## config.mk

```make
export PLATFORM = sky130hd
export DESIGN_NAME = mutex_table_with_wait_queues
export DESIGN_NICKNAME = d
export VERILOG_FILES = /design/src/mtx_pkg.sv /design/src/mtx_wait_mem.sv /design/src/mutex_table_with_wait_queues.sv
export SDC_FILE = /design/constraint.sdc
export NUM_CORES = 2
export LEC_CHECK = 0
export ABC_AREA = 1
export BUFFER_PORTS_ARGS = -buffer_cell sky130_fd_sc_hd__buf_2
export CORE_MARGIN = 1.5
export CORE_UTILIZATION = 50
export DETAILED_ROUTE_END_ITERATION = 7
export PLACE_DENSITY = 0.75
export SETUP_SLACK_MARGIN = 0.05
export SLEW_MARGIN = 20
export SYNTH_ARGS = -nofsm -noshare
export SYNTH_HDL_FRONTEND = slang
export SYNTH_HIERARCHICAL = 1
export SYNTH_SLANG_ARGS = --single-unit
```

## constraint.sdc

```tcl
create_clock -name clk -period 7.6 [get_ports clk]
set_input_delay 0 -clock clk [delete_from_list [all_inputs] [get_ports clk]]
set_output_delay 0 -clock clk [all_outputs]
set_load 0.01 [all_outputs]
```

## src/mtx_pkg.sv

```systemverilog
`default_nettype none
package mtx_pkg;
    localparam int MUTEX_COUNT_DEF = 16;
    localparam int WAIT_DEPTH_DEF  = 16;
    localparam int PID_BITS_DEF    = 8;

    typedef enum logic [1:0] {
        FN_ALLOC   = 2'd0,
        FN_DESTROY = 2'd1,
        FN_LOCK    = 2'd2,
        FN_UNLOCK  = 2'd3
    } func_t;

    typedef enum logic [2:0] {
        ST_OK         = 3'd0,
        ST_RANGE      = 3'd1,
        ST_NOT_ALLOC  = 3'd2,
        ST_NO_FREE    = 3'd3,
        ST_LOCKED     = 3'd4,
        ST_WAIT_FULL  = 3'd5,
        ST_WAIT_EMPTY = 3'd6
    } status_t;

    typedef enum logic [1:0] {
        PH_IDLE,
        PH_READ,
        PH_WAKE
    } phase_t;
endpackage
`default_nettype wire

```

## src/mtx_wait_mem.sv

```systemverilog
`default_nettype none
module mtx_wait_mem
    import mtx_pkg::*;
#(
    parameter int AW = 8,
    parameter int DW = 8
)(
    input  wire logic          clk,
    input  wire logic          we,
    input  wire logic [AW-1:0] waddr,
    input  wire logic [DW-1:0] wdata,
    input  wire logic [AW-1:0] raddr,
    output logic      [DW-1:0] rdata
);
    // pid store, uninitialized until written
    logic [DW-1:0] mem [2**AW];

    always_ff @(posedge clk)
    begin
        if (we)
        begin
            mem[waddr] <= wdata;
        end
        rdata <= mem[raddr];
    end
endmodule
`default_nettype wire

```

## src/mutex_table_with_wait_queues.sv

```systemverilog
`default_nettype none
// hardware mutex manager with per-mutex fifo wait queues. raise start while
// busy is low; the word is taken at that edge. a result appears on the result
// ports with done high for exactly one cycle, registered from the read phase
// (from the wake phase for an unlock that hands ownership to a waiter, since
// the waiter pid must be read from the wait memory). the receiver cannot
// stall: capture the result in the done cycle. busy stays high from
// acceptance to done, and a new word can be taken in the done cycle, so the
// block takes no new word before the last one is done. the per-mutex table
// sits in flip-flops, the wait queues in one synchronous memory with a
// registered read.
module mutex_table_with_wait_queues
    import mtx_pkg::*;
#(
    parameter int MUTEX_COUNT = MUTEX_COUNT_DEF,
    parameter int WAIT_DEPTH  = WAIT_DEPTH_DEF,
    parameter int PID_BITS    = PID_BITS_DEF
)(
    input  wire logic       clk,
    input  wire logic       rst_n,
    input  wire logic       start,
    output logic            busy,
    input  wire logic [1:0] func,
    input  wire logic [7:0] mutex_id,
    input  wire logic [7:0] requester_pid,
    output logic            done,
    output logic [2:0]      status,
    output logic [7:0]      value,
    output logic            caller_blocks,
    output logic            woken_valid,
    output logic [7:0]      woken_pid
);
    localparam int MW = (MUTEX_COUNT > 1) ? $clog2(MUTEX_COUNT) : 1;
    localparam int QW = (WAIT_DEPTH > 1) ? $clog2(WAIT_DEPTH) : 1;
    localparam int CW = $clog2(WAIT_DEPTH + 1);
    localparam int FW = $clog2(MUTEX_COUNT + 1);

    // mutex table
    logic [MW-1:0]       free_ids_reg [MUTEX_COUNT];
    logic [MW-1:0]       fhead_reg, ftail_reg;
    logic [FW-1:0]       fcount_reg;
    logic                alloc_reg [MUTEX_COUNT];
    logic [7:0]          cnt_reg   [MUTEX_COUNT];
    logic [QW-1:0]       qhead_reg [MUTEX_COUNT];
    logic [QW-1:0]       qtail_reg [MUTEX_COUNT];
    logic [CW-1:0]       qcnt_reg  [MUTEX_COUNT];

    phase_t              ph_reg, ph_next;
    logic [1:0]          fn_reg;
    logic [7:0]          id_reg;
    logic [PID_BITS-1:0] pid_reg;
    logic [MW-1:0]       ix;
    logic                id_ok, q_has_room;
    logic                hand_over;

    // result registers
    logic                done_reg;
    logic [2:0]          st_reg;
    logic [7:0]          val_reg;
    logic                blk_reg, wv_reg, wake_out_reg;

    // wait memory
    logic                   wm_we;
    logic [MW+QW-1:0]       wm_waddr, wm_raddr;
    logic [PID_BITS-1:0]    wm_rdata;
    logic [PID_BITS-1:0]    wm_rdata_q;

    assign ix = id_reg[MW-1:0];
    assign id_ok      = ({1'b0, id_reg} < 9'(MUTEX_COUNT));
    assign q_has_room = (qcnt_reg[ix] < CW'(WAIT_DEPTH));
    assign wm_we    = (ph_reg == PH_READ) && (fn_reg == FN_LOCK) && id_ok &&
                      alloc_reg[ix] && (cnt_reg[ix] != 8'd0) && q_has_room &&
                      (cnt_reg[ix] != 8'hFF);
    assign wm_waddr = {ix, qtail_reg[ix]};
    assign wm_raddr = {ix, qhead_reg[ix]};

    mtx_wait_mem #(.AW(MW+QW), .DW(PID_BITS)) u_wmem (
        .clk   (clk),
        .we    (wm_we),
        .waddr (wm_waddr),
        .wdata (pid_reg),
        .raddr (wm_raddr),
        .rdata (wm_rdata)
    );

    // next phase: unlock handing over to a waiter needs the memory read cycle
    assign hand_over = (fn_reg == FN_UNLOCK) &&
                       id_ok && alloc_reg[ix] && (cnt_reg[ix] > 8'd1) &&
                       (qcnt_reg[ix] != CW'(0));

    always_comb
    begin
        ph_next = ph_reg;
        unique case (ph_reg)
            PH_IDLE: if (start) ph_next = PH_READ;
            PH_READ: ph_next = hand_over ? PH_WAKE : PH_IDLE;
            PH_WAKE: ph_next = PH_IDLE;
            default: ph_next = PH_IDLE;
        endcase
    end

    always_comb
    begin
        busy = (ph_reg != PH_IDLE);
    end

    always_ff @(posedge clk or negedge rst_n)
    begin
        if (!rst_n)
        begin
            ph_reg       <= PH_IDLE;
            done_reg     <= 1'b0;
            fhead_reg    <= '0;
            ftail_reg    <= '0;
            fcount_reg   <= FW'(MUTEX_COUNT);
            wake_out_reg <= 1'b0;
            fn_reg       <= '0;
            id_reg       <= '0;
            pid_reg      <= '0;
            st_reg       <= '0;
            val_reg      <= '0;
            blk_reg      <= 1'b0;
            wv_reg       <= 1'b0;
            for (int i = 0; i < MUTEX_COUNT; i++)
            begin
                free_ids_reg[i] <= MW'(i);
                alloc_reg[i]    <= 1'b0;
                cnt_reg[i]      <= '0;
                qhead_reg[i]    <= '0;
                qtail_reg[i]    <= '0;
                qcnt_reg[i]     <= '0;
            end
        end
        else
        begin
            ph_reg       <= ph_next;
            done_reg     <= 1'b0;
            wake_out_reg <= 1'b0;
            if (ph_reg == PH_IDLE && start)
            begin
                fn_reg  <= func;
                id_reg  <= mutex_id;
                pid_reg <= PID_BITS'(requester_pid);
            end
            if (ph_reg == PH_WAKE)
            begin
                // memory data for the head waiter is valid now
                done_reg     <= 1'b1;
                wake_out_reg <= 1'b1;
                st_reg  <= ST_OK;
                blk_reg <= 1'b0;
                wv_reg  <= 1'b1;
                cnt_reg[ix]   <= cnt_reg[ix] - 8'd1;
                val_reg       <= cnt_reg[ix] - 8'd1;
                qhead_reg[ix] <= (32'(qhead_reg[ix]) + 1 >= WAIT_DEPTH) ?
                                 '0 : qhead_reg[ix] + QW'(1);
                qcnt_reg[ix]  <= qcnt_reg[ix] - CW'(1);
            end
            if (ph_reg == PH_READ && !hand_over)
            begin
                done_reg <= 1'b1;
                st_reg   <= ST_OK;
                val_reg  <= '0;
                blk_reg  <= 1'b0;
                wv_reg   <= 1'b0;
                if (fn_reg == FN_ALLOC)
                begin
                    if (fcount_reg == '0)
                    begin
                        st_reg <= ST_NO_FREE;
                    end
                    else
                    begin
                        val_reg <= 8'(free_ids_reg[fhead_reg]);
                        alloc_reg[free_ids_reg[fhead_reg]] <= 1'b1;
                        cnt_reg[free_ids_reg[fhead_reg]]   <= '0;
                        qhead_reg[free_ids_reg[fhead_reg]] <= '0;
                        qtail_reg[free_ids_reg[fhead_reg]] <= '0;
                        qcnt_reg[free_ids_reg[fhead_reg]]  <= '0;
                        fhead_reg  <= (32'(fhead_reg) + 1 >= MUTEX_COUNT) ?
                                      '0 : fhead_reg + MW'(1);
                        fcount_reg <= fcount_reg - FW'(1);
                    end
                end
                else if (!id_ok)
                begin
                    st_reg <= ST_RANGE;
                end
                else if (!alloc_reg[ix])
                begin
                    st_reg <= ST_NOT_ALLOC;
                end
                else
                begin
                    case (fn_reg)
                        FN_DESTROY:
                        begin
                            if (cnt_reg[ix] != 8'd0)
                            begin
                                st_reg  <= ST_LOCKED;
                                val_reg <= cnt_reg[ix];
                            end
                            else
                            begin
                                if (fcount_reg < FW'(MUTEX_COUNT))
                                begin
                                    free_ids_reg[ftail_reg] <= ix;
                                    ftail_reg  <= (32'(ftail_reg) + 1 >= MUTEX_COUNT) ?
                                                  '0 : ftail_reg + MW'(1);
                                    fcount_reg <= fcount_reg + FW'(1);
                                end
                                alloc_reg[ix] <= 1'b0;
                            end
                        end
                        FN_LOCK:
                        begin
                            if (cnt_reg[ix] == 8'd0)
                            begin
                                cnt_reg[ix] <= 8'd1;
                                val_reg     <= 8'd1;
                            end
                            else if (!q_has_room || cnt_reg[ix] == 8'hFF)
                            begin
                                st_reg  <= ST_WAIT_FULL;
                                val_reg <= cnt_reg[ix];
                            end
                            else
                            begin
                                qtail_reg[ix] <= (32'(qtail_reg[ix]) + 1 >= WAIT_DEPTH) ?
                                                 '0 : qtail_reg[ix] + QW'(1);
                                qcnt_reg[ix]  <= qcnt_reg[ix] + CW'(1);
                                cnt_reg[ix]   <= cnt_reg[ix] + 8'd1;
                                val_reg       <= cnt_reg[ix] + 8'd1;
                                blk_reg       <= 1'b1;
                            end
                        end
                        default:
                        begin
                            // unlock without a waiter to hand over to
                            if (cnt_reg[ix] > 8'd1)
                            begin
                                st_reg      <= ST_WAIT_EMPTY;
                                cnt_reg[ix] <= cnt_reg[ix] - 8'd1;
                                val_reg     <= cnt_reg[ix] - 8'd1;
                            end
                            else if (cnt_reg[ix] == 8'd1)
                            begin
                                cnt_reg[ix] <= 8'd0;
                            end
                        end
                    endcase
                end
            end
        end
    end

    always_comb
    begin
        done          = done_reg;
        status        = st_reg;
        value         = val_reg;
        caller_blocks = blk_reg;
        woken_valid   = wv_reg;
        woken_pid     = wake_out_reg ? 8'(wm_rdata_q) : 8'd0;
    end

    // hold the waiter pid for the done cycle
    always_ff @(posedge clk)
    begin
        if (ph_reg == PH_WAKE)
        begin
            wm_rdata_q <= wm_rdata;
        end
    end
endmodule
`default_nettype wire
```

==> metrics <==
outcome=complete, but fails checks; failing checks=design-rule violations; ranking of synthesized cells by area=edfxtp_1 53%, nand2_1 14%, nand3_1 11%, dfrtp_1 9.3%, o21ai_0 2.1%; Core ar.=230000 um^2; FF-to-FF path depth=21; Async SR Flop Fraction=0.184; R2R Path End=qcnt_reg[67]; initial antenna violation count=7; Root Buffer=clkbuf_16; Max Freq=around 170 MHz; total routed wirelength=roughly 360000 um; largest area contributor in the synthesized netlist=edfxtp_1; Longest Clk Path Bufs=4; M3 GR Usage=0.0722; H-tree depth=5; largest net degree at the start of global routing=between 150 and 200; Synth Net Count=approximately 12000; I/O pins=44; routed vias=around 94000; sequential area share after synthesis=0.633; Worst Max-Slew Pin Slew=around 1200 ps; Routed wire per std cell=between 20 and 25 um; clock sinks=~2500; P_leak=0.0517 uW; Power per Cell Area=264 nW/um^2; EDFF count, synth=slightly above 2000; Layout fillers=approximately 19000; DRT iter0 DRCs=between 10000 and 15000; Fin. Hold Viols=0; clk slew on worst S/H paths=~70 ps; Post-Route Utilization=0.563; DIE WIDTH=around 480 um; Design Area, Final=130000 um^2; Worst Skew=between 90 and 100 ps; Initial Util=0.504; Synth top area share=0.532; Area Overhead vs Synth=11.7%; Placement Setup Slack=around 1800 ps; Syn. warnings=6; total power=34200 uW; CP Max Fanout=slightly below 60; fraction of layout cells with a size suffix above 1=0.0822; WP data arrival=6870 ps; count of final setup violators=0; Yosys reg bits=2528; setup TNS=0 ps; GR Util met1=0.402; flop-to-flop setup slack=about 1600 ps; Main synth FF type=edfxtp_1; TritonCTS clock tree=built; Final Slew Violations=0; RSZ-0062 raised after global routing=no; die area=235000 um^2; row count=around 180; CTS Buf Count=roughly 280; IR drop worst, VDD=roughly 0.00028 V; worst hold path class=in2async; most numerous cell in the Yosys netlist=nand2_1; Setup Crit Path Kind=reg2reg; die height=485 um; Final WS setup=approximately 1600 ps; syn avg cell area=between 9 and 10 um^2; Port Buffers=43; fin crit share=0.793; ANT nets after route=0; Final nets=roughly 12000; total track usage=0.303; Worst-Skew Late Latency=960 ps; aggregate global routing overflow=0; Remaining DRCs=2; Largest register FFs=slightly above 2000; Slew headroom=0.173; cell area after synthesis=~120000 um^2; post-DP HPWL=roughly 220000 um; critical path capture point type=register; Placer Congestion=1.03; fin crit period=6030 ps; startpoint types=register; Synth Instances=~12000; Req. time, crit path=around 8500 ps; vias in the first global route=between 80000 and 90000; first-pass GRT wire length=roughly 540000 um; worst r2r src=id_reg[0]; max-cap check violation count=0; most frequent cells after synthesis=4314 x nand2_1, 2471 x nand3_1, 2056 x edfxtp_1, 633 x nor2_1, 500 x inv_1; Distinct cells, synth=50; met2 Usage GRT=0.462; gr busiest metal=met2; total iterations of the first detailed-routing run=8; Post-DP Area=roughly 120000 um^2; Via density=~6.0
-- cell usage in the layout (no fill, tap or decap), types with 11 or more instances in the layout --
| cell | synthesis | routed |
|---|---|---|
| edfxtp_1 | 2056 | 2056 |
| clkbuf_16 | 0 | 288 |
| nand3_1 | 2471 | 2471 |
| nand2_2 | 8 | 19 |
| ha_1 | 20 | 19 |
| nand4_1 | 31 | 31 |
| inv_1 | 500 | 496 |
| o31ai_1 | 16 | 16 |
| buf_12 | 0 | 38 |
| clkbuf_1 | 307 | 51 |
| o22ai_1 | 44 | 44 |
| o21ai_1 | 26 | 27 |
| a211oi_1 | 12 | 12 |
| dfrtp_1 | 431 | 421 |
| nand2_1 | 4314 | 4303 |
| inv_2 | 22 | 22 |
| nor3_1 | 25 | 25 |
| buf_2 | 334 | 42 |
| nor2_2 | 16 | 23 |
| clkinv_2 | 0 | 36 |
| o21ai_0 | 480 | 479 |
| o211ai_1 | 24 | 24 |
| a22oi_1 | 55 | 55 |
| o21bai_1 | 15 | 15 |
| dlygate4sd3_1 | 0 | 48 |
| dfstp_2 | 33 | 33 |
| bufinv_16 | 0 | 12 |
| buf_4 | 54 | 447 |
| or2_2 | 11 | 11 |
| clkinv_1 | 9 | 65 |
| a21oi_1 | 193 | 193 |
| nor2_1 | 633 | 623 |
| clkbuf_8 | 0 | 12 |
-- worst max-delay path by stage --
| stage | cells past startpoint | startpoint | slack (ps) | end |
|---|---|---|---|---|
| 2_1_floorplan | 23 | id_reg[0] | 3210 | u_wmem/mem[162][0] |
| 3_3_place_gp | 21 | id_reg[0] | 1960 | qhead_reg[1] |
| 3_5_place_dp | 21 | id_reg[0] | 1840 | qhead_reg[1] |
| 4_1_cts | 21 | id_reg[0] | 1830 | qhead_reg[0] |
| 5_1_grt | 21 | id_reg[0] | 1330 | qhead_reg[2] |
| 6_report | 21 | id_reg[0] | 1570 | qcnt_reg[67] |
-- per-stage QoR --
stage | cells | hold WS, ps
after detailed placement | 15100 | -13.7
final | 15600 | 308
after floorplan | 12300 | -296
after global placement | 15100 | -7.46
after global routing | 15600 | 287
after CTS | 15600 | 211
-- cells by family (layout without fill, tap and decap cells) --
family,after synthesis,count (layout),share of synthesized area
buffers and inverters,1307,1580,0.0490
and+or+nand+nor,7522,7522,0.272
adders and majority gates,21,21,0.00233
other,0,7,0
muxes,9,9,0.000776
xor gates and xnor gates,11,11,0.000830
AOI/OAI and AO/OA,878,878,0.0413
DFF,2528,2528,0.633
-- where the power goes --
group          internal (uW)  total, uW  switching, uW
clock                   7410      12800           5400
combinational           1160       5520           4360
sequential             15500      15900            366
total                  24100      34200          10100
-- layer usage --
layer  up-vias  share of wire
met5         -        0.00027
li1      41800              -
met2      6352           0.45
met3      1253           0.12
met1     44100           0.37
met4        10          0.061
-- what timing repair did --
item | in CTS | in global routing
hold buffers | 49 | 0
resized for setup | 0 | 0
buffers inserted | 0 | 0
setup endpoints to repair | 0 | 0
hold endpoints to repair | 350 | 0
-- cell type report --
class / instances / area, um^2 / share of cell area
inverter: 533 / 2040 / 0.0158
timing repair buffer: 577 / 4850 / 0.0374
antenna: 7 / 17.5 / 0.000135
sequential: 2528 / 73600 / 0.568
multi-input combinational: 8441 / 36900 / 0.285
clock buffer: 351 / 7560 / 0.0583
clock inverter: 119 / 878 / 0.00677
tap: 3026 / 3790 / 0.0292
-- critical path, stage by stage (launching register included) --
cell and delay, ps:
dfrtp_4 910, inv_2 480, buf_4 430, nand2_1 110, nand2_1 50, nand2_1 50, nand3_1 70, nand2_1 80
nand2_1 130, nor2_2 310, ha_1 250, nand2_1 90, nor2_2 240, nand2_2 370, nand2_2 220, nor2_2 90
nor2_8 440, nand2_2 520, nor2_1 530, buf_4 310, nand3_1 90, o21ai_0 80
No activity file was read; power rests on OpenSTA's default activity.
